**src/rtl/wvwap_pkg.sv**
```systemverilog
`timescale 1ns / 1ps
// ----------------------------------------------------------------------------
// Windowed VWAP package
// Shared widths, payload types and a helper function for the VWAP engine.
// ----------------------------------------------------------------------------
package wvwap_pkg;

   localparam int FIELD_W              = 20;
   localparam int LEN_W                = 7;
   localparam int SUM_W                = 64;
   localparam int DEFAULT_WINDOW_DEPTH = 64;
   localparam int MAX_WINDOW_DEPTH     = 1024;
   localparam int SPAN_W               = $clog2(MAX_WINDOW_DEPTH + 1);
   localparam int QUEUE_DEPTH          = 2;

   localparam logic [LEN_W-1:0] LEN_RESET = LEN_W'(64);

   typedef struct packed {
      logic [FIELD_W-1:0] trade_price;
      logic [FIELD_W-1:0] trade_qty;
   } req_type;

   typedef struct packed {
      logic [FIELD_W-1:0] vwap_all;
      logic [FIELD_W-1:0] vwap_recent;
   } rsp_type;

   typedef struct packed {
      logic [FIELD_W-1:0] trade_price;
      logic [FIELD_W-1:0] trade_qty;
      logic [SPAN_W-1:0]  span;
   } job_type;

   function automatic logic [SUM_W-1:0] sat_add(input logic [SUM_W-1:0] a,
                                                input logic [SUM_W-1:0] b);
      logic [SUM_W:0] s;
      s = {1'b0, a} + {1'b0, b};
      sat_add = s[SUM_W] ? {SUM_W{1'b1}} : s[SUM_W-1:0];
   endfunction

endpackage

```
**src/rtl/wvwap_queue.sv**
```systemverilog
`timescale 1ns / 1ps
// ----------------------------------------------------------------------------
// Windowed VWAP request queue
// Short first-in first-out buffer between the front end and the back end.
// ----------------------------------------------------------------------------
module wvwap_queue (
   input  logic               clock,
   input  logic               reset,
   input  logic               push,
   input  wvwap_pkg::job_type push_data,
   input  logic               pop,
   output logic               full,
   output logic               not_empty,
   output wvwap_pkg::job_type head
);

   localparam int DEPTH = wvwap_pkg::QUEUE_DEPTH;
   localparam int PTR_W = (DEPTH > 1) ? $clog2(DEPTH) : 1;
   localparam int CNT_W = $clog2(DEPTH + 1);

   wvwap_pkg::job_type slot_ff [DEPTH];
   logic [PTR_W-1:0]   wr_ptr_ff, wr_ptr_in, rd_ptr_ff, rd_ptr_in;
   logic [CNT_W-1:0]   count_ff, count_in;
   logic               do_push, do_pop;

   assign full      = (count_ff == CNT_W'(DEPTH));
   assign not_empty = (count_ff != '0);
   assign head      = slot_ff[rd_ptr_ff];
   assign do_push   = push && !full;
   assign do_pop    = pop && not_empty;

   always_comb begin
      wr_ptr_in = wr_ptr_ff;
      rd_ptr_in = rd_ptr_ff;
      count_in  = count_ff;
      if (do_push) begin
         wr_ptr_in = (wr_ptr_ff == PTR_W'(DEPTH - 1)) ? '0 : wr_ptr_ff + 1'b1;
      end
      if (do_pop) begin
         rd_ptr_in = (rd_ptr_ff == PTR_W'(DEPTH - 1)) ? '0 : rd_ptr_ff + 1'b1;
      end
      if (do_push && !do_pop) begin
         count_in = count_ff + 1'b1;
      end else if (do_pop && !do_push) begin
         count_in = count_ff - 1'b1;
      end
   end

   always_ff @(posedge clock) begin
      if (do_push) begin
         slot_ff[wr_ptr_ff] <= push_data;
      end
   end

   always_ff @(posedge clock) begin
      if (reset) begin
         wr_ptr_ff <= '0;
         rd_ptr_ff <= '0;
         count_ff  <= '0;
      end else begin
         wr_ptr_ff <= wr_ptr_in;
         rd_ptr_ff <= rd_ptr_in;
         count_ff  <= count_in;
      end
   end

endmodule

```
**config.mk**
```make
export PLATFORM = sky130hd
export DESIGN_NAME = wvwap_queue
export DESIGN_NICKNAME = d
export VERILOG_FILES = /design/src/rtl/wvwap_pkg.sv /design/src/rtl/wvwap_queue.sv
export SDC_FILE = /design/constraint.sdc
export NUM_CORES = 1
export LEC_CHECK = 0
export BUFFER_PORTS_ARGS = -buffer_cell sky130_fd_sc_hd__buf_4
export CORE_ASPECT_RATIO = 0.8
export CORE_MARGIN = 4
export CORE_UTILIZATION = 42
export DETAILED_ROUTE_END_ITERATION = 16
export PLACE_DENSITY = 0.66
export SYNTH_ARGS = -nofsm -noshare
export SYNTH_HDL_FRONTEND = slang
export SYNTH_SLANG_ARGS = --single-unit
```
**constraint.sdc**
```tcl
create_clock -name clock -period 3.4 [get_ports clock]
set_clock_uncertainty 0.2 [all_clocks]
set_input_delay 0.34 -clock clock [delete_from_list [all_inputs] [get_ports clock]]
set_output_delay 0.34 -clock clock [all_outputs]
set_load 0.1 [all_outputs]
```
Word-level counts from Yosys, hierarchy flattened
Memories as Yosys holds them, arrays and structs flattened. A register that Yosys moved wholly into a read port is not among the register bits.
Index checks and enable logic that the tools add are counted.
{"block": "word_totals", "register_bits": 4, "latchBits": 0, "ram_bits": 102, "rom_bits": 0, "in_bits": 55, "output_inout_bits": 53, "wordCells": 26, "n_memories": 1}
{"block": "classes", "addsub": 4, "multipliers": 0, "n_div": 0, "magnitude_cmp": 0, "eq_ne": 1, "shift": 0, "n_mux": 8, "bitwise": 0, "reduce_logical": 9}
{"name": "slot_ff", "depth": 2, "word_bits": 51, "read_ports": 1, "rd_clocked_by_memory_dff": 1, "wr": 1, "line_no": "wvwap_queue.sv:21", "text": "wvwap_pkg::job_type slot_ff [DEPTH];"}
{"operator": "1-bit 2-to-1 mux", "n": 6}
{"operator": "1-bit logical AND", "n": 4}
{"operator": "2-bit 2-to-1 mux", "n": 2}
{"operator": "2-bit nonzero test", "n": 2}
{"operator": "1-bit zero test", "n": 3}
{"operator": "1-bit adder, second input constant", "n": 2}
{"operator": "2-bit by 1-bit adder with 2-bit output, second input constant", "n": 1}
{"operator": "2-bit == test, second input constant", "n": 1}
{"operator": "2-bit by 1-bit subtractor with 2-bit output, second input constant", "n": 1}

Logic depth before layout (Yosys ltp)
Gate-level depths: netlist of run 1.
{"block": "logic_depth", "depth_word": 7, "mapped_depth": 6, "ltp_nobuf": 6}

Worst setup path before layout of run 1
Ideal clock, no wire load.
{"block": "synth_path", "kind": "reg-to-reg", "start": "register count_ff[1]", "end": "memory slot_ff[1][0] in the netlist's numbering (enable)", "arrival_ns": 2.074, "t_required_ns": 2.711, "slack_ns": 0.637, "path_stages_with_launch": 4, "n_path_buf": 0, "cell_sequence": "dfxtp_1 > nor2b_2 > nor2_1 > and2_1"}
{"block": "synth_between", "elab_chain_cells": 5}
{"element": "from (decl)", "line_no": "wvwap_queue.sv:23", "text": "logic [CNT_W-1:0] count_ff, count_in;"}
{"element": "from (signal assigned)", "line_no": "wvwap_queue.sv:63", "text": "count_ff <= count_in;"}
{"element": "2-bit == test", "line_no": "wvwap_queue.sv:26", "text": "assign full = (count_ff == CNT_W'(DEPTH));"}
{"element": "net full", "line_no": "wvwap_queue.sv:12", "text": "output logic full,"}
{"element": "1-bit zero test", "line_no": "wvwap_queue.sv:29", "text": "assign do_push = push && !full;"}
{"element": "1-bit logical AND", "line_no": "wvwap_queue.sv:29"}
{"element": "1-bit 2-to-1 mux", "line_no": "wvwap_queue.sv:50", "text": "if (do_push) begin"}
{"element": "1-bit 2-to-1 mux (not written as such)", "line_no": "wvwap_queue.sv:51", "text": "slot_ff[wr_ptr_ff] <= push_data;"}
{"element": "to (decl)", "line_no": "wvwap_queue.sv:21"}
The timed path passes the listed nets, and every way through them passes these cells.

==> results of run 1 <==
## power by group through the flow
stage,logic (mW),registers [mW],clock network [mW]
final,2.49,1.76,1.10
after global routing,2.57,1.78,1.17
after CTS,2.51,1.76,1.13
after detailed placement,2.46,1.79,0
after global placement,2.45,1.78,0
after floorplan,2.02,1.72,0
## cells in the mapped netlist
cell        n  share of area
edfxtp_1  102           0.79
mux2_2     51           0.15
buf_2       6         0.0077
dfxtp_1     5          0.026
nor2_1      4         0.0039
o21ai_0     3         0.0039
xor2_1      3         0.0068
a21oi_1     2         0.0026
inv_1       2         0.0019
or3_1       2         0.0032
and2_1      1         0.0016
ha_1        1         0.0032
nor2b_2     1         0.0023
or2_2       1         0.0016
## cell type report
class	count	area, µm²
Clock inverter	6	95.1
Clock buffer	10	229
Fill cell	667	3340
Inverter	2	7.51
Sequential cell	107	3160
Tap cell	115	144
Multi-Input combinational cell	69	688
Timing Repair Buffer	164	1370
## layout by cell type (no fill, tap or decap)
| cell | n |
|---|---|
| edfxtp_1 | 102 |
| inv_1 | 1 |
| mux2_2 | 51 |
| clkinv_4 | 2 |
| xor2_1 | 3 |
| clkbuf_16 | 9 |
| nor2b_2 | 1 |
| dfxtp_2 | 1 |
| or3_1 | 2 |
| inv_2 | 1 |
| clkbuf_1 | 1 |
| o21ai_0 | 3 |
| buf_4 | 111 |
| buf_12 | 1 |
| ha_1 | 1 |
| or2_2 | 1 |
| dfxtp_1 | 4 |
| bufinv_16 | 2 |
| inv_6 | 2 |
| a21oi_1 | 2 |
| and2_2 | 1 |
| nor2_1 | 4 |
| dlygate4sd3_1 | 52 |
## worst paths after layout
path | slack [ns] | endpoint | depth (start not counted) | from
max | 0.76 | head[20] | 3 | register
max reg2reg | 1.25 | slot_ff[0][45] | 4 | count_ff[0]
min | 0.21 | wr_ptr_ff | 4 | push
min reg2reg | 0.31 | register | 2 | rd_ptr_ff
## critical path, stage by stage (launching register included)
cell,delay [ns]
dfxtp_2,0.83
buf_4,0.33
mux2_2,0.37
buf_4,0.24
## layer usage
metal / routed length (µm) / share of wire
met3: 545 / 0.073
met4: 74 / 0.010
met5: 0 / 0
met1: 3220 / 0.43
met2: 3590 / 0.48
## cells by family after synthesis
family	share of synthesized area
AOI/OAI and AO/OA	0.00644
xor gates and xnor gates	0.00676
adders and majority gates	0.00322
buffers and inverters	0.00966
DFF	0.814
muxes	0.148
and+or+nand+nor	0.0126
## timing repair
item	4_1_cts	5_1_grt
endpoints found under the hold margin	107	0
setup buffers	0	0
endpoints found under the setup margin	0	0
hold buffers	52	0
## flip-flops by register name, summed over array words and instances (netlist names), named ones only
name,count
rd_ptr_ff,1
count_ff,2
wr_ptr_ff,1
slot_ff,102
## through the flow
step,instances,setup WS [ns],cell area (µm²)
after global routing,473,0.645,5700
after global placement,405,1.08,4860
after CTS,473,0.703,5700
final,473,0.761,5700
after floorplan,184,0.637,3890
after detailed placement,405,1.08,4860
==> summary.md, run 1 <==
| Metric | Value |
|---|---|
| Num CTS Buffers | `9` |
| All-Layer GR Usage | `0.140` |
| Initial core utilization | `0.430` |
| Antenna Diode Count | `0` |
| Synth Area per Inst | `21.1 µm²` |
| Critical Path AT | `2.10 ns` |
| Met1 Use GR | `0.180` |
| Core Region | `0.00904 mm²` |
| Clock Pin Slew Worst Setup and Hold Paths | `0.07 ns` |
| Routed len/inst | `15.7 µm` |
| Flops & latches, synth | `107` |
| Largest net degree at the start of global routing | `32` |
| Endpoints failing setup | `0` |
| Sw Pwr | `2.44 mW` |
| Cts repair resizes | `0` |
| DRT iter0 DRCs | `57` |
| Status | `complete, no violations` |
| CP Launch Type | `register` |
| Mapped Nets | `240` |
| Static Leakage | `2.16 nW` |
| FP Rows | `31` |
| Period Utilization, post-route | `0.776` |
| H-tree Lvls | `3` |
| Crit Path Max Fanout | `31` |
| Chip height | `94.1 µm` |
| Final Hold Fails | `0` |
| Vias in the first global route | `2313` |
| CTS tree | `done` |
| Global-route congestion overflow total | `0` |
| Yosys warnings | `0` |
| Final TNS setup | `0 ns` |
| Die area | `0.0109 mm²` |
| Initial antenna violation count | `0` |
| Pwr dens | `938 mW/mm²` |
| CTS Buffer Depth | `2` |
| Tmin final | `2.64 ns` |
| Unique masters post-synth | `14` |
| P_int | `2.91 mW` |
| # DRC | `0` |
| Synth Instances | `184` |
| Tightest Pin Transition | `0.772 ns` |
| Seq pwr share | `0.328` |
| Finished Core Util | `0.631` |
| Max-slew headroom | `0.486` |
| Worst-skew pair later-pin latency | `0.33 ns` |
| Critical path type | `reg -> out` |
| CTS Sinks | `107` |
| Global-route wire length before repair | `11400 µm` |
| Switching Share | `0.455` |
| Max Cap Viol | `0` |
| Final #Nets | `409` |
| Unrepaired setup endpoints after global routing | `no` |
| Antenna Nets Post-Route | `0` |
| Power, Total | `5.35 mW` |
| PortBufs | `107` |
| Final WL | `7430 µm` |
| Post-Syn Area | `0.00389 mm²` |
| Fmax | `379 MHz` |
| Routed vias | `2215` |
| # IOs | `108` |
| Syn-to-layout area delta | `46.7%` |
| HP Class | `in -> reg` |
| Layout cells sized above 1 | `0.511` |
| Root Buffer | `clkbuf_16` |
| Die width | `116 µm` |
| Grt met3 use | `0.0470` |
| DR pass1 iterations | `4` |
| Most used routing layer | `met2` |
| GR Layer Usage met2 | `0.230` |
| Routability cong. | `0.689` |
| VDD IR-drop max | `0.662 mV` |
| Worst Path Required | `2.86 ns` |
| Drt via density | `4.68` |
| Crit. End Element | `primary output` |
| Hold_ws | `0.215 ns` |
| Max Slew Vio Count | `0` |
| Post-synthesis sequential area ratio | `0.814` |
| Logic pwr share | `0.466` |
| Post-DP HPWL | `4950 µm` |
| Clock Power Share | `0.205` |
No activity file was read; power rests on OpenSTA's default activity.
==> inputs of run 2 (changes only) <==
==> constraint.sdc (replaced) <==
create_clock -name clock -period 2.45 [get_ports clock]
set_clock_uncertainty 0.2 [all_clocks]
set_input_delay 0.245 -clock clock [delete_from_list [all_inputs] [get_ports clock]]
set_output_delay 0.245 -clock clock [all_outputs]
set_load 0.1 [all_outputs]
==> summary.md, run 2 (synthesized netlist as in run 1, its figures left out) <==
| Metric | Value |
|---|---|
| DR pass1 iterations | `4 (unchanged)` |
| Post-DP HPWL | `4560 µm (-7.8%)` |
| Worst Path Required | `2.01 ns (-0.85 ns)` |
| Largest registers | `slot_ff: 102 flops, count_ff: 2 flops` |
| Max reg flops | `102 (unchanged)` |
| Final #Nets | `408 (-0.24%)` |
| CP Launch Type | `register` |
| Cts repair resizes | `0 (unchanged)` |
| Routability cong. | `0.712 (+3.4%)` |
| # fillers | `654 (-1.9%)` |
| CP max stage cell | `mux2_2` |
| PnR worst setup slack | `0.290 ns (-0.470 ns)` |
| Global-route wire length before repair | `11200 µm (-2.1%)` |
| FP Rows | `31 (unchanged)` |
| Clock Pin Slew Worst Setup and Hold Paths | `0.07 ns (about the same)` |
| Syn-to-layout area delta | `46.0%` |
| Tmin final | `2.16 ns` |
| Status | `complete, no violations` |
| Worst path most repeated cell | `buf_4` |
| Commonest non-fill, non-tap cell in the layout | `buf_4` |
| Met3 WL | `579 µm (+6.2%)` |
| Routed len/inst | `15.4 µm (-1.8%)` |
| Fmax | `463 MHz` |
| Max-slew headroom | `0.706 (+0.220)` |
| HP Class | `in -> reg` |
| Chip height | `94.1 µm (unchanged)` |
| Wire length on met2 | `3410 µm (-5.1%)` |
| All-Layer GR Usage | `0.135 (-0.00472)` |
| PortBufs | `107 (unchanged)` |
| Final Hold Fails | `0 (unchanged)` |
| Most flop-heavy register | `slot_ff` |
| Layout cells sized above 1 | `0.518 (+0.00703)` |
| CTS Sinks | `107 (unchanged)` |
| Drt via density | `4.64 (-1.0%)` |
| Tightest Pin Transition | `0.441 ns (-0.330 ns)` |
| Finished Core Util | `0.628 (-0.00277)` |
| Post-Place Setup Slack | `0.638 ns (-0.437 ns)` |
| Die width | `116 µm (unchanged)` |
| Critical Path AT | `1.71 ns (-0.39 ns)` |
| Static Leakage | `2.13 nW (-1.4%)` |
| Core Region | `0.00904 mm² (unchanged)` |
| Root Buffer | `clkbuf_16` |
| Placed Cells incl. Taps | `404 (-0.25%)` |
| Antenna Nets Post-Route | `0 (unchanged)` |
| Worst hold start | `push` |
| Largest net degree at the start of global routing | `52 (+63%)` |
| Max Cap Viol | `0 (unchanged)` |
| Postcts setup bufs | `0 (unchanged)` |
| M1 wire length | `3230 µm (+0.34%)` |
| Pwr dens | `1270 mW/mm² (+36%)` |
| Commonest cells after routing, fill and taps aside | `buf_4 (109), edfxtp_1 (102), dlygate4sd3_1 (52)` |
| Max Slew Vio Count | `0 (unchanged)` |
| Area after DPL | `0.00488 mm² (+0.44%)` |
| Initial antenna violation count | `0 (unchanged)` |
| CTS tree | `done` |
| Worst-skew pair later-pin latency | `0.33 ns (about the same)` |
| Crit. End Element | `primary output` |
| Global-route congestion overflow total | `0 (unchanged)` |
| DRT iter0 DRCs | `68 (+19%)` |
| Critical path type | `reg -> out` |
| Antenna Diode Count | `0 (unchanged)` |
| VDD IR-drop max | `0.862 mV (+30%)` |
| Crit Path Max Fanout | `32 (+3.2%)` |
| Endpoints failing setup | `0 (unchanged)` |
| Unrepaired setup endpoints after global routing | `no` |
| Power, Total | `7.23 mW (+35%)` |
| Num CTS Buffers | `9 (unchanged)` |
| Final WL | `7280 µm (-2.0%)` |
| H-tree Lvls | `3 (unchanged)` |
| Die area | `0.0109 mm² (unchanged)` |
| Worst r2r src | `count_ff[0]` |
| Non-filler instance count after layout | `472 (-0.21%)` |
| Initial core utilization | `0.430 (unchanged)` |
| # DRC | `0 (unchanged)` |
| Routed vias | `2188 (-1.2%)` |
| Final instance area | `0.00568 mm² (-0.44%)` |
| Highest routing layer actually used | `met4` |
| CTS Buffer Depth | `2 (unchanged)` |
| Final TNS setup | `0 ns (unchanged)` |
| Vias in the first global route | `2277 (-1.6%)` |
| Critical path's largest stage delay | `0.41 ns (-0.42 ns)` |
| Period Utilization, post-route | `0.882` |
| # IOs | `108 (unchanged)` |
| CP cell instances | `buf_4, mux2_2, buf_4` |
| Hold_ws | `0.115 ns (-0.0995 ns)` |
## run 2: cell count changes in the layout (fill, tap and decap cells not counted), moves of 2 or more
| cell | previous run | this run |
|---|---|---|
| dfxtp_2 | 1 | 3 |
| dfxtp_1 | 4 | 2 |
| clkinvlp_4 | 0 | 3 |
| bufinv_16 | 2 | 0 |
| buf_4 | 111 | 109 |
## run 2: area by class of cell
cell class	instances	area, µm²	area share
repair buffers	163	1380	0.243
clock inverters	7	52.6	0.00926
clock buffers	9	225	0.0397
multi-input cells	69	698	0.123
well taps	115	144	0.0253
inverters	2	11.3	0.00198
flip-flops and latches	107	3170	0.558
## run 2: what timing repair did
| action | 4_1_cts | 5_1_grt |
|---|---|---|
| hold buffers | 52 | 0 |
| endpoints found under the hold margin | 107 | 0 |
| endpoints found under the setup margin | 0 | 0 |
## run 2: per-layer routing
metal	vias to the layer above	GRT usage
met3	10	0.0464
met2	80	0.220
li1	1051	-
met4	0	0.0420
met1	1047	0.172
met5	-	0
## run 2: critical path: cells and delay by family (launching register included)
family / cells / cell delay (ns)
buf+inv: 2 / 0.63
mux: 1 / 0.41
flops: 1 / 0.33
## run 2: report_power, final
part           total (mW)  internal (mW)  switching [mW]
combinational        3.54          0.854            2.69
clock                1.32          0.696           0.620
sequential           2.37           2.30          0.0694
## run 2: path summary, 6_finish.rpt
check                      to  slack (ns)  cells past startpoint
setup / recovery     head[17]        0.29                      3
hold / removal      wr_ptr_ff        0.12                      4
setup reg to reg  count_ff[1]        0.66                      4
hold reg to reg   count_ff[1]        0.30                      2
==> inputs of run 3 (changes only) <==
--- a/config.mk
+++ b/config.mk
@@ -6,11 +6,12 @@
 export NUM_CORES = 1
 export LEC_CHECK = 0
 export BUFFER_PORTS_ARGS = -buffer_cell sky130_fd_sc_hd__buf_4
-export CORE_ASPECT_RATIO = 0.8
+export CORE_ASPECT_RATIO = 0.7
 export CORE_MARGIN = 4
 export CORE_UTILIZATION = 42
 export DETAILED_ROUTE_END_ITERATION = 16
 export PLACE_DENSITY = 0.66
+export SETUP_SLACK_MARGIN = 0.15
 export SYNTH_ARGS = -nofsm -noshare
 export SYNTH_HDL_FRONTEND = slang
 export SYNTH_SLANG_ARGS = --single-unit
==> summary.md, run 3 (synthesized netlist as in run 1, its figures left out) <==
| Metric | Value |
|---|---|
| Commonest cells after routing, fill and taps aside | `buf_4 (111), edfxtp_1 (102), dlygate4sd3_1 (52)` |
| Tmin final | `2.18 ns (+0.0242 ns)` |
| Critical path type | `reg -> out` |
| Max Slew Vio Count | `0 (unchanged)` |
| CTS Sinks | `107 (unchanged)` |
| Postcts setup bufs | `0 (unchanged)` |
| Pwr dens | `1280 mW/mm² (+0.44%)` |
| Worst Path Required | `2.01 ns (about the same)` |
| Tightest Pin Transition | `0.390 ns (-0.0508 ns)` |
| Non-filler instance count after layout | `482 (+2.1%)` |
| Chip height | `88.5 µm (-5.9%)` |
| CP Launch Type | `register` |
| Finished Core Util | `0.632 (+0.00377)` |
| PortBufs | `107 (unchanged)` |
| Worst-skew pair later-pin latency | `0.33 ns (about the same)` |
| Most flop-heavy register | `slot_ff` |
| Final WL | `7460 µm (+2.4%)` |
| Largest registers | `slot_ff: 102 flops, count_ff: 2 flops` |
| Final Hold Fails | `0 (unchanged)` |
| DR pass1 iterations | `6 (+2)` |
| CTS tree | `done` |
| Period Utilization, post-route | `0.891 (+0.00986)` |
| VDD IR-drop max | `0.873 mV (+1.2%)` |
| Routability cong. | `0.692 (-2.9%)` |
| Largest net degree at the start of global routing | `29 (-44%)` |
| Commonest non-fill, non-tap cell in the layout | `buf_4` |
| Status | `complete, no violations` |
| # DRC | `0 (unchanged)` |
| Initial antenna violation count | `0 (unchanged)` |
| CP Buf/Inv Count | `2 (unchanged)` |
| Max Cap Viol | `0 (unchanged)` |
| Placed Cells incl. Taps | `415 (+2.7%)` |
| Static Leakage | `2.14 nW (+0.67%)` |
| Max-slew headroom | `0.740 (+0.0339)` |
| Hold_ws | `0.102 ns (-0.0131 ns)` |
| Core Region | `0.00903 mm² (about the same)` |
| Syn-to-layout area delta | `46.9%` |
| Num CTS Buffers | `9 (unchanged)` |
| Crit Path Max Fanout | `25 (-22%)` |
| Critical path's largest stage delay | `0.54 ns (+0.13 ns)` |
| Power, Total | `7.31 mW (+1.0%)` |
| Antenna Diode Count | `0 (unchanged)` |
| PnR worst setup slack | `0.266 ns (-0.0242 ns)` |
| Unrepaired setup endpoints after global routing | `no` |
| # IOs | `108 (unchanged)` |
| Global-route wire length before repair | `11400 µm (+2.4%)` |
| Endpoints failing setup | `0 (unchanged)` |
| FP Rows | `29 (-6.5%)` |
| Top delay family on crit path | `flip-flops` |
| CP max stage cell | `dfxtp_2` |
| Initial core utilization | `0.430 (about the same)` |
| Die width | `123 µm (+6.4%)` |
| Final instance area | `0.00571 mm² (+0.57%)` |
| All-Layer GR Usage | `0.143 (+0.00750)` |
| CP cell instances | `buf_12, mux2_2, buf_4` |
| Final TNS setup | `0 ns (unchanged)` |
| Layout cells sized above 1 | `0.517 (-0.00145)` |
| Clock Pin Slew Worst Setup and Hold Paths | `0.06 ns (about the same)` |
| Max reg flops | `102 (unchanged)` |
| Vias in the first global route | `2303 (+1.1%)` |
| DRT iter0 DRCs | `97 (+43%)` |
| CTS Buffer Depth | `2 (unchanged)` |
| Routed vias | `2177 (-0.50%)` |
| HP Class | `in -> reg` |
| Routed len/inst | `15.5 µm (+0.29%)` |
| Global-route congestion overflow total | `0 (unchanged)` |
| Critical Path AT | `1.74 ns (+0.03 ns)` |
| Antenna Nets Post-Route | `0 (unchanged)` |
| Post-Place Setup Slack | `0.611 ns (-0.0273 ns)` |
| Area after DPL | `0.00490 mm² (+0.54%)` |
| Fmax | `458 MHz (-1.1%)` |
| Die area | `0.0109 mm² (+0.14%)` |
| H-tree Lvls | `3 (unchanged)` |
| Post-DP HPWL | `4700 µm (+3.0%)` |
| Crit. End Element | `primary output` |
| Root Buffer | `clkbuf_16` |
| Final #Nets | `410 (+0.49%)` |
| Drt via density | `4.52 (-2.6%)` |
==> run 3: cell count changes in the layout (fill, tap and decap cells not counted), sizes merged <==
cell / change
bufinv: +1
clkbuf: +1
inv: -2
clkinvlp: -1
buf: +2
==> run 3: repair_timing <==
action | CTS | global route
hold endpoints to repair | 107 | 0
resized for setup | 0 | 0
hold buffers | 52 | 0
==> run 3: path summary, 6_finish.rpt <==
| kind | depth (start not counted) | to | from | slack, ns |
|---|---|---|---|---|
| min reg2reg | 2 | wr_ptr_ff | wr_ptr_ff | 0.29 |
| max | 3 | head[11] | register | 0.27 |
| max reg2reg | 4 | slot_ff[0][40] | count_ff[1] | 0.65 |
| min | 4 | wr_ptr_ff | push | 0.10 |
==> run 3: worst reg2reg max path: cells and delay by family (launching register included) <==
family                 cells  cell delay (ns)
flip-flops                 1             0.34
AND/OR/NAND/NOR            2             0.51
buffers and inverters      2             0.41
==> run 3: power breakdown <==
group / total, mW / switching (mW) / leakage (nW) / internal (mW)
Combinational: 3.54 / 2.67 / 1.01 / 0.875
Sequential: 2.40 / 0.0956 / 0.995 / 2.30
Clock: 1.36 / 0.579 / 0.136 / 0.782
Total: 7.31 / 3.34 / 2.14 / 3.96
==> run 3: routing by layer <==
layer	routed length (µm)	GRT usage
met5	0	0
met4	24	0.0402
met3	547	0.0562
met2	3600	0.234
met1	3290	0.179
==> run 3: area by class of cell <==
type	instances	area (µm²)
fillers	638	3330
flip-flops and latches	107	3170
repair buffers	165	1390
multi-input cells	69	698
clock buffers	10	229
well taps	124	155
clock inverters	5	55.1
inverters	2	11.3
