[config.mk]
export PLATFORM = sky130hd
export DESIGN_NAME = wvwap_front
export DESIGN_NICKNAME = d
export VERILOG_FILES = /design/src/rtl/wvwap_pkg.sv /design/src/rtl/wvwap_front.sv
export SDC_FILE = /design/constraint.sdc
export NUM_CORES = 1
export LEC_CHECK = 0
export ABC_CLOCK_PERIOD_IN_PS = 3900
export BUFFER_PORTS_ARGS = -buffer_cell sky130_fd_sc_hd__buf_4
export CAP_MARGIN = 20
export CELL_PAD_IN_SITES_DETAIL_PLACEMENT = 0
export CELL_PAD_IN_SITES_GLOBAL_PLACEMENT = 2
export CORE_UTILIZATION = 22
export CTS_BUF_LIST = sky130_fd_sc_hd__clkbuf_4 sky130_fd_sc_hd__clkbuf_8
export DETAILED_ROUTE_END_ITERATION = 16
export PLACE_DENSITY_LB_ADDON = 0.1
export SLEW_MARGIN = 15
export SYNTH_ARGS = -nofsm -noshare
export SYNTH_HDL_FRONTEND = slang
export SYNTH_SLANG_ARGS = --single-unit
[constraint.sdc]
create_clock -name clock -period 3.9 [get_ports clock]
set_input_delay 0.39 -clock clock [delete_from_list [all_inputs] [get_ports clock]]
set_output_delay 0.39 -clock clock [all_outputs]
set_load 0.05 [all_outputs]
[src/rtl/wvwap_pkg.sv]
`timescale 1ns / 1ps
// ----------------------------------------------------------------------------
// Windowed VWAP package
// Shared widths, payload types and a helper function for the VWAP engine.
// ----------------------------------------------------------------------------
package wvwap_pkg;

   localparam int FIELD_W              = 20;
   localparam int LEN_W                = 7;
   localparam int SUM_W                = 64;
   localparam int DEFAULT_WINDOW_DEPTH = 64;
   localparam int MAX_WINDOW_DEPTH     = 1024;
   localparam int SPAN_W               = $clog2(MAX_WINDOW_DEPTH + 1);
   localparam int QUEUE_DEPTH          = 2;

   localparam logic [LEN_W-1:0] LEN_RESET = LEN_W'(64);

   typedef struct packed {
      logic [FIELD_W-1:0] trade_price;
      logic [FIELD_W-1:0] trade_qty;
   } req_type;

   typedef struct packed {
      logic [FIELD_W-1:0] vwap_all;
      logic [FIELD_W-1:0] vwap_recent;
   } rsp_type;

   typedef struct packed {
      logic [FIELD_W-1:0] trade_price;
      logic [FIELD_W-1:0] trade_qty;
      logic [SPAN_W-1:0]  span;
   } job_type;

   function automatic logic [SUM_W-1:0] sat_add(input logic [SUM_W-1:0] a,
                                                input logic [SUM_W-1:0] b);
      logic [SUM_W:0] s;
      s = {1'b0, a} + {1'b0, b};
      sat_add = s[SUM_W] ? {SUM_W{1'b1}} : s[SUM_W-1:0];
   endfunction

endpackage

[src/rtl/wvwap_front.sv]
`timescale 1ns / 1ps
// ----------------------------------------------------------------------------
// Windowed VWAP front end
// Accepts trade requests, holds the window length register, tracks how many
// trades are stored and works out the window span of each request.
// ----------------------------------------------------------------------------
module wvwap_front #(
   parameter int WINDOW_DEPTH = wvwap_pkg::DEFAULT_WINDOW_DEPTH
) (
   input  logic                           clock,
   input  logic                           reset,
   input  logic                           req_valid,
   output logic                           req_stall,
   input  wvwap_pkg::req_type             req_data,
   input  logic                           csr_wr_en,
   input  logic [wvwap_pkg::LEN_W-1:0]    csr_wr_data,
   input  logic                           q_full,
   output logic                           q_push,
   output wvwap_pkg::job_type             q_push_data
);

   localparam int CNT_W = $clog2(WINDOW_DEPTH + 1);
   localparam int CMP_W = (CNT_W > wvwap_pkg::LEN_W) ? CNT_W : wvwap_pkg::LEN_W;

   logic [wvwap_pkg::LEN_W-1:0] win_len_ff, win_len_in;
   logic [CNT_W-1:0]            filled_ff, filled_in;
   logic [CNT_W-1:0]            fill_next;
   logic [wvwap_pkg::LEN_W-1:0] len_v;
   logic [CMP_W-1:0]            len_c, cap_c, fill_c, span_c;
   logic                        accept;

   assign req_stall = q_full;
   assign accept    = req_valid && !q_full;
   assign q_push    = accept;

   always_comb begin
      len_v     = (win_len_ff == '0) ? wvwap_pkg::LEN_W'(1) : win_len_ff;
      len_c     = CMP_W'(len_v);
      cap_c     = (len_c > CMP_W'(WINDOW_DEPTH)) ? CMP_W'(WINDOW_DEPTH) : len_c;
      fill_next = (filled_ff == CNT_W'(WINDOW_DEPTH)) ? filled_ff : filled_ff + 1'b1;
      fill_c    = CMP_W'(fill_next);
      span_c    = (cap_c > fill_c) ? fill_c : cap_c;

      q_push_data.trade_price = req_data.trade_price;
      q_push_data.trade_qty   = req_data.trade_qty;
      q_push_data.span        = wvwap_pkg::SPAN_W'(span_c);

      win_len_in = csr_wr_en ? csr_wr_data : win_len_ff;
      filled_in  = accept ? fill_next : filled_ff;
   end

   always_ff @(posedge clock) begin
      if (reset) begin
         win_len_ff <= wvwap_pkg::LEN_RESET;
         filled_ff  <= '0;
      end else begin
         win_len_ff <= win_len_in;
         filled_ff  <= filled_in;
      end
   end

endmodule

# == Yosys cells after proc, flatten, opt, wreduce, memory -nomap -nowiden ==
# Index checks and enable logic that the tools add are counted.
# op_classes
addsub,1
order_cmp,2
n_eq_ne,1
mux,4
n_reduce_logical,3
# op_table
op,n
7-bit 2-to-1 mux,4
"7-bit by 1-bit adder with 7-bit output, second input constant",1
"7-bit == test, second input constant",1
7-bit greater-than comparator,1
"7-bit greater-than comparator, second input constant",1
7-bit zero test,1
1-bit logical AND,1
1-bit zero test,1
# totals
register_bits,14
in_bits,52
output_inout_bits,53
elab_cells,13

# == Longest topological paths before layout ==
# Gate-level depths: netlist (run 1).
# logic_depth
ltp_word,6
depth_mapped,10
mapped_depth_nobuf,10

# == Least setup slack after synthesis (run 1) ==
# Ideal clock, no wire load.
# synth_path
path_kind,register to output
from,register filled_ff[0]
to,output q_push_data[2] in the netlist's numbering
t_arrival_ps,2754
path_slack_ps,756
stages_incl_launch_ff,11
cell_sequence,dfxtp_1 > inv_1 > ha_1 > nor2b_1 > nand2_2 > nand2_1 > ha_1 > a21oi_2 > a21oi_4 > o22ai_4 > mux2i_1
# synth_rtl
item,line_no,text
from (decl),wvwap_front.sv:26,"logic [CNT_W-1:0] filled_ff, filled_in;"
from (signal assigned),wvwap_front.sv:58,filled_ff <= filled_in;
to (decl),wvwap_front.sv:19,output wvwap_pkg::job_type q_push_data

==> results list, run 1 <==
- The run finished with clean final reports.
- The core region is 0.00596 mm2.
- Post-DP HPWL: 2350 um
- Final cycle utilization of the critical path: 0.817
* Critical-path maximum fanout: 6
- TritonCTS built the clock tree.
* Sequential share of the synthesized area: 0.205
* Die Height: 80.8 um
- Clock period minus final worst setup slack: 3.18 ns
- After synthesis the netlist holds a flip-flop and latch count of 14.
- The number of antenna violations at the first check in global routing was 0.
- The die covers about 0.0065 mm2.
* Final routed wire length divided by cell count: 12.8 um
* Setup crit start kind: flop
- Counting every instance in the synthesized netlist gives 164.
- IO Pins: 105
* FF-to-FF Start: filled_ff[0]
- Cell Area, Synth: 0.00137 mm2
* Yosys warnings: 0
- For this configuration, the core starts out at a cell density of 0.229.
- Once the clock tree was built, the setup fixing pass inserted 0 buffers.
- Skew-Pair Late Insertion Delay: 0.24 ns
- For this design the ratio of total power to cell area is 304 mW/mm2.
- CTS built an H-tree with a depth of 1.
- By startpoint and endpoint, the worst setup path is classified as flop to output pin.
- Peak VDD IR: 0.133 mV
- The hold violation total from the final report came to 0.
- Nature of the critical path endpoint: output pin
* Overall routing resource usage: 0.0877
- Number of global-route vias before repair: between 900 and 1000
- Remaining number of nets flagged by the antenna check after routing: 0
- For this design the static power due to leakage is 0.567 nW.
* Asr flop ratio synth: 0
* Arrival time reported for the critical path endpoint: 2.79 ns
- Count of unresolved DRC violations after routing: 0
* Maximum buffer depth of the clock tree: 2
- Number of sinks handled by clock tree synthesis: 14
- Number of synthesized flops with an enable pin: 0
- Die Wd: between 80 and 90 um
- The critical path starts at filled_ff[0].
- Relative to the synthesized area, the layout overhead comes to -4.03%.
* Detailed-route wire length: roughly 2800 um
* Final-stage net count: 203
- Routed vias: 893
- Row count: 28
- The number of max-slew violations in the final report is 0.
- The total overflow left after global routing is 0.
- The tree is rooted in a sky130_fd_sc_hd__clkbuf_8.
* Setup Skew: slightly above 0.0009 ns
- Diodes inserted: 0
- Place WS: 0.955 ns
* Fraction of final layout cells sized beyond drive strength 1: 0.248
- Setup TNS: 0 ns
- Pre-antenna DRT Iters: 3
- Highest signal layer in the routed design: met4
- Entering global routing, the biggest net connects 15 pins.
* Wl on met1: 1200 um
- Number of unique standard cell types used by synthesis: 35
- After detailed routing, the number of vias per cell comes to 4.13.
- For flop-to-flop paths, the worst setup slack is between 2 and 3 ns.
* Post-cts gate resize count: 0
- Input and output buffers added on the ports amount to 20.
- At the worst endpoint, the required time is 3.51 ns.
- Among all flip-flop cells after synthesis, the most frequent one is sky130_fd_sc_hd__dfxtp_1.
- The min-delay analysis places its worst path in the category primary input to flop.
* Met3 layer wire length in the routed design: roughly 220 um
* Final setup violation count: 0
- Setup repair after global routing left no endpoint under its margin.
- Peak Freq: 314 MHz
* Starting DRC count in detailed routing: 19
- The number of clock buffers added by TritonCTS is 3.
- First-pass GRT wire length: 4390 um
- Weighted congestion reported at the end of routability-driven placement: 0.750
- Hold buffers post-CTS: 0
- In this run the critical register-to-register path is captured at filled_ff[0].
- A synthesized cell averages about 8.3 um2.
* Final worst setup slack: 0.715 ns
- Max-cap violations in this run came to 0.
- Hold Path Depth: 3
- Cell depth of the worst flop-to-flop path: 6
* Destination of the critical timing path: q_push_data[1]
- In the detailed route, the total length drawn on met2 is 1270 um.
- Clk slew on worst S/H paths: 0.06 ns
* Minimum hold slack: 0.365 ns
-- cells in the mapped netlist (all sizes together) (3+ instances only) --
cell type	n	area, um2
inv	11	41.3
nand3	5	30.0
nand2	13	51.3
nor2	14	52.6
dfxtp	14	280
xor2	4	35.0
mux2i	11	110
a21oi	8	55.1
buf	47	354
xnor2	6	60.1
clkbuf	3	11.3
ha	9	113
-- layout make-up --
type / instances / area [um2]
tap: 75 / 93.8
fill: 677 / 4640
multi-input combinational: 92 / 691
inverter: 11 / 41.3
timing repair buffer: 20 / 150
clock buffer: 4 / 55.1
sequential: 14 / 280
-- cell families after synthesis --
group | Yosys count | share of synthesized area
AND/OR/NAND/NOR | 43 | 0.166
adder cells (fa/ha/maj) | 9 | 0.0824
other | 1 | 0.00274
multiplexers | 13 | 0.103
AO/OA/AOI/OAI | 13 | 0.0742
buffers and inverters | 61 | 0.298
XOR/XNOR | 10 | 0.0696
flip-flops | 14 | 0.205
-- report_power, final --
part | switching (mW) | total [mW] | leakage (nW) | internal, mW
Sequential | 0.00548 | 0.154 | 0.115 | 0.149
Clock | 0.0505 | 0.140 | 0.0288 | 0.0893
Combinational | 0.0641 | 0.105 | 0.424 | 0.0408
Total | 0.120 | 0.399 | 0.567 | 0.279
-- cell usage in the layout, fill, tap and decap left out --
| cell type | count |
|---|---|
| sky130_fd_sc_hd__buf_4 | 20 |
| sky130_fd_sc_hd__nor2_1 | 14 |
| sky130_fd_sc_hd__dfxtp_1 | 14 |
| sky130_fd_sc_hd__nand2_1 | 12 |
| sky130_fd_sc_hd__inv_1 | 11 |
| sky130_fd_sc_hd__mux2i_1 | 11 |
| sky130_fd_sc_hd__ha_1 | 9 |
| sky130_fd_sc_hd__a21oi_1 | 6 |
| sky130_fd_sc_hd__xnor2_1 | 5 |
| sky130_fd_sc_hd__xor2_1 | 4 |
| sky130_fd_sc_hd__nand3_1 | 4 |
| sky130_fd_sc_hd__conb_1 | 4 |
| sky130_fd_sc_hd__clkbuf_8 | 4 |
| sky130_fd_sc_hd__nor2b_1 | 2 |
| sky130_fd_sc_hd__mux2_4 | 2 |
| sky130_fd_sc_hd__nor3_1 | 2 |
| sky130_fd_sc_hd__nand2b_1 | 1 |
| sky130_fd_sc_hd__nor4b_4 | 1 |
| sky130_fd_sc_hd__nand2_2 | 1 |
| sky130_fd_sc_hd__xnor2_2 | 1 |
| sky130_fd_sc_hd__nand3_2 | 1 |
| sky130_fd_sc_hd__or4_1 | 1 |
| sky130_fd_sc_hd__o21a_2 | 1 |
| sky130_fd_sc_hd__nand3b_1 | 1 |
| sky130_fd_sc_hd__a21oi_2 | 1 |
| sky130_fd_sc_hd__nand4_2 | 1 |
| sky130_fd_sc_hd__a21oi_4 | 1 |
| sky130_fd_sc_hd__o21ai_1 | 1 |
| sky130_fd_sc_hd__o22ai_4 | 1 |
| sky130_fd_sc_hd__o21ai_0 | 1 |
| sky130_fd_sc_hd__or3_1 | 1 |
| sky130_fd_sc_hd__nand4_1 | 1 |
| sky130_fd_sc_hd__o211ai_1 | 1 |
-- flip-flops by register name, indices dropped and copies added (netlist names) --
register / flops
filled_ff: 7
win_len_ff: 7
-- worst min path at each step --
stage / start / end
after floorplan: reset / filled_ff[1]
after global placement: win_len_ff[0] / win_len_ff[0]
after detailed placement: win_len_ff[0] / win_len_ff[0]
after CTS: csr_wr_data[6] / win_len_ff[6]
after global routing: csr_wr_data[6] / win_len_ff[6]
final: csr_wr_data[6] / win_len_ff[6]
-- per-layer routing --
layer | track usage | up-vias
met4 | 0.0411 | 0
li1 | - | 437
met1 | 0.114 | 397
met2 | 0.136 | 41
met5 | 0 | -
met3 | 0.0202 | 18
-- critical path, cell delays in order, from the launching register on --
cell and delay (ns):
sky130_fd_sc_hd__dfxtp_1 0.42, sky130_fd_sc_hd__inv_1 0.12, sky130_fd_sc_hd__ha_1 0.20, sky130_fd_sc_hd__nor2b_1 0.14, sky130_fd_sc_hd__nand2_2 0.11, sky130_fd_sc_hd__nand2_1 0.09, sky130_fd_sc_hd__ha_1 0.35, sky130_fd_sc_hd__a21oi_2 0.19
sky130_fd_sc_hd__a21oi_4 0.09, sky130_fd_sc_hd__o22ai_4 0.32, sky130_fd_sc_hd__mux2_4 0.34, sky130_fd_sc_hd__buf_4 0.19
-- metrics by stage --
step | area (um2) | instances | util | power (mW)
2_1_floorplan | 1380 | 167 | - | 0.351
5_1_grt | 1310 | 216 | 0.220 | 0.423
4_1_cts | 1310 | 216 | 0.220 | 0.407
6_report | 1310 | 216 | 0.220 | 0.399
3_3_place_gp | 1260 | 212 | 0.211 | 0.264
3_5_place_dp | 1260 | 212 | 0.211 | 0.264
No activity file was read; power rests on OpenSTA's default activity.
==> run 2: changes to the inputs <==
--- a/config.mk
+++ b/config.mk
@@ -5,12 +5,13 @@
 export SDC_FILE = /design/constraint.sdc
 export NUM_CORES = 1
 export LEC_CHECK = 0
-export ABC_CLOCK_PERIOD_IN_PS = 3900
+export ABC_AREA = 1
+export ABC_CLOCK_PERIOD_IN_PS = 2600
 export BUFFER_PORTS_ARGS = -buffer_cell sky130_fd_sc_hd__buf_4
 export CAP_MARGIN = 20
 export CELL_PAD_IN_SITES_DETAIL_PLACEMENT = 0
 export CELL_PAD_IN_SITES_GLOBAL_PLACEMENT = 2
-export CORE_UTILIZATION = 22
+export CORE_UTILIZATION = 18
 export CTS_BUF_LIST = sky130_fd_sc_hd__clkbuf_4 sky130_fd_sc_hd__clkbuf_8
 export DETAILED_ROUTE_END_ITERATION = 16
 export PLACE_DENSITY_LB_ADDON = 0.1
==> constraint.sdc (replaced) <==
create_clock -name clock -period 2.6 [get_ports clock]
set_input_delay 0.26 -clock clock [delete_from_list [all_inputs] [get_ports clock]]
set_output_delay 0.26 -clock clock [all_outputs]
set_load 0.05 [all_outputs]
==> run 2 against run 1 <==
Net effect:
- design area rose by 28%
- register-to-register slack lost 1.3 ns
- area after synthesis rose by 4.7%
- setup slack worse by 0.67 ns
- combinational power rose to 3.2 times the previous value
==> results list, run 2 <==
- Most common cell in the synthesized netlist: sky130_fd_sc_hd__buf_4
- Regs by FF count: filled_ff (7), win_len_ff (7)
- H-tree depth reported by CTS: 1 (unchanged)
* Final setup violation count: 0 (unchanged)
- Leading cell type in the layout, fill and taps excluded: sky130_fd_sc_hd__inv_1
- The area of the placeable core came to 0.00769 mm2 (+29%).
- The total power came to 0.773 mW (+94%).
* Yosys warnings: 0 (unchanged)
- The critical path data arrival time was 2.29 ns (-0.50 ns).
* Final Slew Violations: 0 (unchanged)
- Post-synth top flop: sky130_fd_sc_hd__dfxtp_1
* R2R Path End: filled_ff[4]
- Overall routing resource usage: 0.0915 (+0.00382)
* Final cycle utilization of the critical path: 0.982
- Count of unresolved DRC violations after routing: 0 (unchanged)
* Final routed wire length divided by cell count: 11.9 um (-7.5%)
- The wire length of the first global-routing pass is 5760 um (+31%).
- Nature of the critical path endpoint: output pin
- CTS Buf Count: 3 (unchanged)
* Worst endpoint required time: 2.34 ns (-1.17 ns)
- Unrepaired setup endpoints after global routing: true
* Weighted congestion reported at the end of routability-driven placement: 0.697 (-7.1%)
* Number of unique standard cell types used by synthesis: 23 (-34%)
- The register area share after synthesis is 0.196 (-0.00915).
- Peak VDD IR: 0.202 mV (+51%)
- Cell depth of the worst flop-to-flop path: 8 (+2)
- The ratio of routed vias to standard cells is 3.79 (-8.3%).
- Final-stage net count: 270 (+33%)
- The setup slack on the worst flop-to-flop path is 1.28 ns (-1.26 ns).
* Critical-path maximum fanout: 7 (+1)
- Static timing analysis puts the maximum clock frequency at 392 MHz.
- The worst setup path is launched from a flop.
* Average cell area after synthesis: 6.59 um2 (-21%)
* Row count: 32 (+14%)
* Number of synthesized flops with an enable pin: 0 (unchanged)
- The hold violation total from the final report came to 0 (unchanged).
- The largest net degree at the start of global routing came to 14 (-1).
- Starting DRC count in detailed routing: 7 (-12)
* Reported max-cap violation count: 0 (unchanged)
* Maximum buffer depth of the clock tree: 2 (unchanged)
* Diodes inserted: 0 (unchanged)
- Total grt overflow: 0 (unchanged)
- Minimum hold slack: 0.220 ns (-0.145 ns)
- Pleak: 0.783 nW (+38%)
- The run finished with clean final reports.
- The clock latency on the worst-skew pair was 0.25 ns (about the same).
- Count of mapped cells out of synthesis: 217 (+32%)
- The number of top-level pins came to 105 (unchanged).
- Cell types occupying the most area after synthesis: sky130_fd_sc_hd__buf_4 (24%), sky130_fd_sc_hd__dfxtp_1 (20%), sky130_fd_sc_hd__inv_1 (9.2%), sky130_fd_sc_hd__nand2_1 (9.2%), sky130_fd_sc_hd__ha_1 (7.9%)
- The number of routed nets with antenna violations is 0 (unchanged).
- The number of antenna violations at the first check in global routing is 0 (unchanged).
* Pre-antenna DRT Iters: 4 (+1)
- The number of cells traversed by the worst hold path is 3 (unchanged).
- The number of vias in the routed layout is 1172 (+31%).
- The library cells used most frequently in the layout, excluding fill and tap cells, are sky130_fd_sc_hd__inv_1 (32), sky130_fd_sc_hd__buf_4 (24), sky130_fd_sc_hd__nand2_1 (22), sky130_fd_sc_hd__nand2_2 (15), sky130_fd_sc_hd__nor2_1 (14).
- Critical path type: flop to output pin
- The number of synthesized register bits was 14 (unchanged).
- Fraction of final layout cells sized beyond drive strength 1: 0.396 (+0.148)
* Most area-hungry cell type in the Yosys netlist: sky130_fd_sc_hd__buf_4
- TritonCTS built the clock tree.
- Cell Area, Synth: 0.00143 mm2 (+4.7%)
- The via count of the first global-routing pass came to 1153 (+28%).
* Post-route cell area: 0.00168 mm2 (+28%)
- The area fraction of the dominant cell type after synthesis is 0.236 (-0.0110).
- The worst hold path terminates at win_len_ff[6].
- The tree is rooted in a sky130_fd_sc_hd__clkbuf_8.
* Synth cell count leaders: sky130_fd_sc_hd__buf_4 (45), sky130_fd_sc_hd__inv_1 (35), sky130_fd_sc_hd__nand2_1 (35)
- The sink count of the clock tree was 14 (unchanged).
- Starting utilization of the core area: 0.186 (-0.0434)
- The total power density per cell area came to 459 mW/mm2 (+51%).
- Clock period minus final worst setup slack: 2.55 ns
* Path category of the worst min-delay check: primary input to flop
- Detailed-route wire length: 3670 um (+32%)
* Die area: 0.00831 mm2 (+27%)
- Die Height: 91.1 um (+13%)
- Quantity of I/O buffers inserted on ports: 20 (unchanged)
* Setup Skew: 0.000630 ns (-0.000278 ns)
- The post-synthesis async set-or-reset flop share came to 0 (unchanged).
- The horizontal die dimension was 91.1 um (+13%).
* Total cell area at the placement stage: 0.00140 mm2 (+11%)
- FF-to-FF Start: filled_ff[1]
* Area overhead of the layout relative to synthesis: 17.7%
* Hold Path Origin: csr_wr_data[6]
- The clock-pin slew of the registers on the worst-case setup and hold paths came to 0.07 ns (about the same).
- Post-DP HPWL: 3010 um (+28%)
## run 2: cell count changes in the layout (fill, tap and decap cells not counted), moves of 6 or more
| cell | delta |
|---|---|
| sky130_fd_sc_hd__nand2_1 | +10 |
| sky130_fd_sc_hd__nor2_2 | +7 |
| sky130_fd_sc_hd__nand2_2 | +14 |
| sky130_fd_sc_hd__o21ai_0 | +8 |
| sky130_fd_sc_hd__a21oi_1 | +6 |
| sky130_fd_sc_hd__nand3_1 | +8 |
| sky130_fd_sc_hd__inv_1 | +21 |
| sky130_fd_sc_hd__mux2i_1 | -11 |
## run 2: metal layers
metal / up-vias / part of all wire / global-route usage
li1: 603 / - / -
met1: 542 / 0.40 / 0.0973
met2: 25 / 0.54 / 0.171
met3: 2 / 0.051 / 0.0302
met4: 0 / 0.0079 / 0.0251
met5: - / 0 / 0
## run 2: what timing repair did
item,in CTS,in global routing
endpoints found under the setup margin,7,7
setup buffers,4,4
hold buffers,0,0
pin swaps,10,14
resized for setup,31,18
## run 2: critical path: stages, from the launching register on
cell and delay [ns]:
sky130_fd_sc_hd__dfxtp_4 0.38, sky130_fd_sc_hd__ha_4 0.16, sky130_fd_sc_hd__nand3_4 0.09, sky130_fd_sc_hd__nor2_1 0.11, sky130_fd_sc_hd__nand2_1 0.06, sky130_fd_sc_hd__nand2_2 0.08
sky130_fd_sc_hd__inv_2 0.05, sky130_fd_sc_hd__ha_4 0.27, sky130_fd_sc_hd__nand2_4 0.06, sky130_fd_sc_hd__nor2_4 0.15, sky130_fd_sc_hd__nand4_4 0.17, sky130_fd_sc_hd__nand2_4 0.15
sky130_fd_sc_hd__nand2_2 0.06, sky130_fd_sc_hd__nand2_2 0.10, sky130_fd_sc_hd__buf_8 0.15
## run 2: worst max-delay path by stage
stage          cells after the start             end         start
2_1_floorplan                     14  q_push_data[0]  filled_ff[0]
3_3_place_gp                      15  q_push_data[0]  filled_ff[1]
3_5_place_dp                      15  q_push_data[0]  filled_ff[1]
4_1_cts                           17  q_push_data[1]  filled_ff[0]
5_1_grt                           17  q_push_data[1]  filled_ff[0]
6_report                          14  q_push_data[1]  filled_ff[1]
## run 2: cell families (layout without fill, tap and decap cells)
family / after synthesis / after routing / share of synthesized area
compound gates: 29 / 29 / 0.107
fa+ha+maj: 9 / 9 / 0.0787
buf+inv: 84 / 71 / 0.339
flops: 14 / 14 / 0.196
other cells: 1 / 4 / 0.00262
simple gates: 80 / 80 / 0.276
## run 2: cell type report
class                           instances  area (um2)
Timing Repair Buffer                   31         274
Clock buffer                            3        41.3
Multi-Input combinational cell        122         808
Tap cell                              102         128
Fill cell                             901        6000
Sequential cell                        14         293
Inverter                               37         139
## run 2: metrics by stage
stage          setup TNS, ns  cells  worst slack, ns  utilization
2_1_floorplan              0    220            0.217            -
3_3_place_gp          -0.582    298           -0.123        0.181
3_5_place_dp          -0.652    298           -0.135        0.181
4_1_cts             -0.00934    305         -0.00483        0.208
5_1_grt               -0.520    309          -0.0910        0.219
6_report                   0    309           0.0469        0.219
## run 2: report_power, final
group	internal [mW]	switching, mW	leakage (nW)
logic	0.130	0.210	0.643
clock network	0.103	0.0858	0.0216
registers	0.229	0.0159	0.118
==> run 3: changes to the inputs <==
--- a/config.mk
+++ b/config.mk
@@ -6,12 +6,12 @@
 export NUM_CORES = 1
 export LEC_CHECK = 0
 export ABC_AREA = 1
-export ABC_CLOCK_PERIOD_IN_PS = 2600
+export ABC_CLOCK_PERIOD_IN_PS = 2900
 export BUFFER_PORTS_ARGS = -buffer_cell sky130_fd_sc_hd__buf_4
 export CAP_MARGIN = 20
 export CELL_PAD_IN_SITES_DETAIL_PLACEMENT = 0
 export CELL_PAD_IN_SITES_GLOBAL_PLACEMENT = 2
-export CORE_UTILIZATION = 18
+export CORE_UTILIZATION = 19
 export CTS_BUF_LIST = sky130_fd_sc_hd__clkbuf_4 sky130_fd_sc_hd__clkbuf_8
 export DETAILED_ROUTE_END_ITERATION = 16
 export PLACE_DENSITY_LB_ADDON = 0.1
==> constraint.sdc (replaced) <==
create_clock -name clock -period 2.9 [get_ports clock]
set_input_delay 0.29 -clock clock [delete_from_list [all_inputs] [get_ports clock]]
set_output_delay 0.29 -clock clock [all_outputs]
set_load 0.05 [all_outputs]
==> run 3 against run 2 <==
Net effect:
- core utilization fell by 1.2 points
- final cell count fell by 4.2%
- setup slack improved by 0.14 ns
- sequential power fell by 11%
- clock power fell by 14%
- sequential share of layout area rose by 1.8 points
- hold slack improved by 0.038 ns
- count of clock-buffer cells in the layout did not move
- largest power group unchanged
- highest routed layer unchanged
==> results list, run 3 (same netlist as run 2, synthesis figures left out) <==
- The detail-routed net length per standard cell was 11.9 um (-0.13%).
- Hold buffers post-CTS: 0 (unchanged)
- Pleak: 0.718 nW (-8.2%)
* Starting DRC count in detailed routing: 15 (+8)
- Remaining number of nets flagged by the antenna check after routing: 0 (unchanged)
- The critical path in this run is classified as flop to output pin.
- CTS Buf Count: 3 (unchanged)
- The routability congestion estimate is 0.729 (+4.6%).
* CTS Root Cell: sky130_fd_sc_hd__clkbuf_8
- Path category of the worst min-delay check: primary input to flop
* Most used cells in the layout excluding fill and tap cells: sky130_fd_sc_hd__inv_1 (35), sky130_fd_sc_hd__nand2_1 (31), sky130_fd_sc_hd__nor2_1 (17), sky130_fd_sc_hd__buf_4 (16), sky130_fd_sc_hd__a21oi_1 (13)
- The ratio of routed vias to standard cells was 3.84 (+1.4%).
* Power per Cell Area: 429 mW/mm2 (-6.5%)
* Nature of the critical path endpoint: output pin
* Total count of hold-check failures in the final report: 0 (unchanged)
- The share of layout cells above drive strength 1 is 0.254 (-0.142).
- Arrival time reported for the critical path endpoint: 2.43 ns (+0.14 ns)
* Clock period minus final worst setup slack: 2.72 ns
* Quantity of I/O buffers inserted on ports: 20 (unchanged)
- The number of vias in the routed layout is 1138 (-2.9%).
- The horizontal die dimension came to 88.8 um (-2.6%).
* Leading cell type in the layout, fill and taps excluded: sky130_fd_sc_hd__inv_1
* Clk slew on worst S/H paths: 0.06 ns (about the same)
- The area of the placeable core is 0.00725 mm2 (-5.6%).
- The worst setup path is launched from a flop.
- The area enclosed by the die boundary came to 0.00788 mm2 (-5.1%).
- The wire length of the first global-routing pass was 5640 um (-2.2%).
- Peak VDD IR: 0.129 mV (-36%)
* Die Height: 88.8 um (-2.6%)
- The level count of the clock H-tree came to 1 (unchanged).
* Critical-path maximum fanout: 8 (+1)
* Area overhead of the layout relative to synthesis: 4.99%
- The antenna diode count is 0 (unchanged).
- The sequential standard cell area is 288 um2 (-1.7%).
- Layout Utilization: 0.207 (-0.0119)
* Regs by FF count: filled_ff (7), win_len_ff (7)
- The half-perimeter wire length of the detailed placement result came to 2930 um (-2.5%).
- IO Pins: 105 (unchanged)
* Area of the multi-input gates: 733 um2 (-9.3%)
- Count of unresolved DRC violations after routing: 0 (unchanged)
* Status: finished, final reports clean
- TritonCTS clock tree: done
- Row count: 31 (-3.1%)
- The number of iterations in the first detailed-routing pass was 4 (unchanged).
- The leftover overflow at the end of global routing is 0 (unchanged).
- Number of filler cells placed in the layout: 852 (-5.4%)
- The maximum buffer depth of the clock tree came to 2 (unchanged).
- Number of global-route vias before repair: 1174 (+1.8%)
* Flop-to-flop setup slack: 1.59 ns (+0.31 ns)
* Initial antenna violation count: 0 (unchanged)
- Reported max-cap violation count: 0 (unchanged)
- The final layout net count was 260 (-3.7%).
- Unrepaired setup endpoints after global routing: false
* Final cycle utilization of the critical path: 0.936
- The total routing resource utilization after global routing was 0.0982 (+0.00678).
- Setup TNS: 0 ns (unchanged)
- Detailed-route wire length: 3510 um (-4.3%)
- The data required time of the worst path was 2.61 ns (+0.27 ns).
- Maximum number of pins on one net before global-route repair: 14 (unchanged)
* Number of sinks handled by clock tree synthesis: 14 (unchanged)
* Starting utilization of the core area: 0.197 (+0.0111)
- Setup Skew: 0.000547 ns (-0.0000829 ns)
- Skew-Pair Late Insertion Delay: 0.24 ns (about the same)
- Final setup violation count: 0 (unchanged)
- Final Slew Violations: 0 (unchanged)
* Peak Freq: 368 MHz
[run 3: changes by cell type in the layout (fill, tap and decap cells not counted), sizes merged]
cell | before | now
buf | 31 | 21
[run 3: area by class of cell]
type | count | share of cell area
multi-input combinational | 122 | 0.488
sequential | 14 | 0.192
timing repair buffer | 21 | 0.117
inverter | 37 | 0.0925
tap | 99 | 0.0825
clock buffer | 3 | 0.0275
[run 3: metrics by stage]
step / setup WS [ns] / power [mW] / instances / hold WS [ns] / area [um2]
2_1_floorplan: 0.487 / 0.551 / 220 / 0.412 / 1440
3_3_place_gp: 0.145 / 0.471 / 293 / 0.466 / 1380
3_5_place_dp: 0.168 / 0.471 / 293 / 0.477 / 1380
4_1_cts: 0.0162 / 0.646 / 296 / 0.254 / 1430
5_1_grt: 0.0157 / 0.700 / 296 / 0.265 / 1500
6_report: 0.185 / 0.644 / 296 / 0.258 / 1500
[run 3: final timing paths]
kind,start,depth (start not counted),end
max,filled_ff[0],15,q_push_data[2]
min,csr_wr_data[6],3,win_len_ff[6]
min reg2reg,win_len_ff[4],2,win_len_ff[4]
max reg2reg,filled_ff[0],9,filled_ff[2]
[run 3: repair_timing]
action	in CTS	in global routing
resized for setup	4	16
pin swaps	0	2
cloned	0	0
setup buffers	0	0
endpoints found under the setup margin	6	7
[run 3: worst max-delay path: stages, from the launching register on]
cell	delay [ns]
sky130_fd_sc_hd__dfxtp_4	0.38
sky130_fd_sc_hd__ha_4	0.16
sky130_fd_sc_hd__nand3_4	0.10
sky130_fd_sc_hd__nor2_1	0.10
sky130_fd_sc_hd__nand2_1	0.05
sky130_fd_sc_hd__nand2_1	0.13
sky130_fd_sc_hd__inv_1	0.06
sky130_fd_sc_hd__ha_1	0.31
sky130_fd_sc_hd__nand2_2	0.12
sky130_fd_sc_hd__inv_2	0.05
sky130_fd_sc_hd__a21oi_4	0.18
sky130_fd_sc_hd__nand2_4	0.11
sky130_fd_sc_hd__nand2_4	0.10
sky130_fd_sc_hd__nand2_1	0.07
sky130_fd_sc_hd__nand2_2	0.09
sky130_fd_sc_hd__buf_6	0.16
[run 3: report_power, final]
group / leakage [nW] / switching, mW / total, mW / internal (mW)
logic: 0.579 / 0.175 / 0.263 / 0.0872
clock network: 0.0216 / 0.0713 / 0.163 / 0.0919
registers: 0.117 / 0.0131 / 0.219 / 0.205
total: 0.718 / 0.260 / 0.644 / 0.385
[run 3: layer usage]
| metal | share of wire | GRT usage |
|---|---|---|
| met5 | 0 | 0 |
| met4 | 0.011 | 0.0308 |
| met3 | 0.047 | 0.0308 |
| met2 | 0.54 | 0.188 |
| met1 | 0.40 | 0.101 |
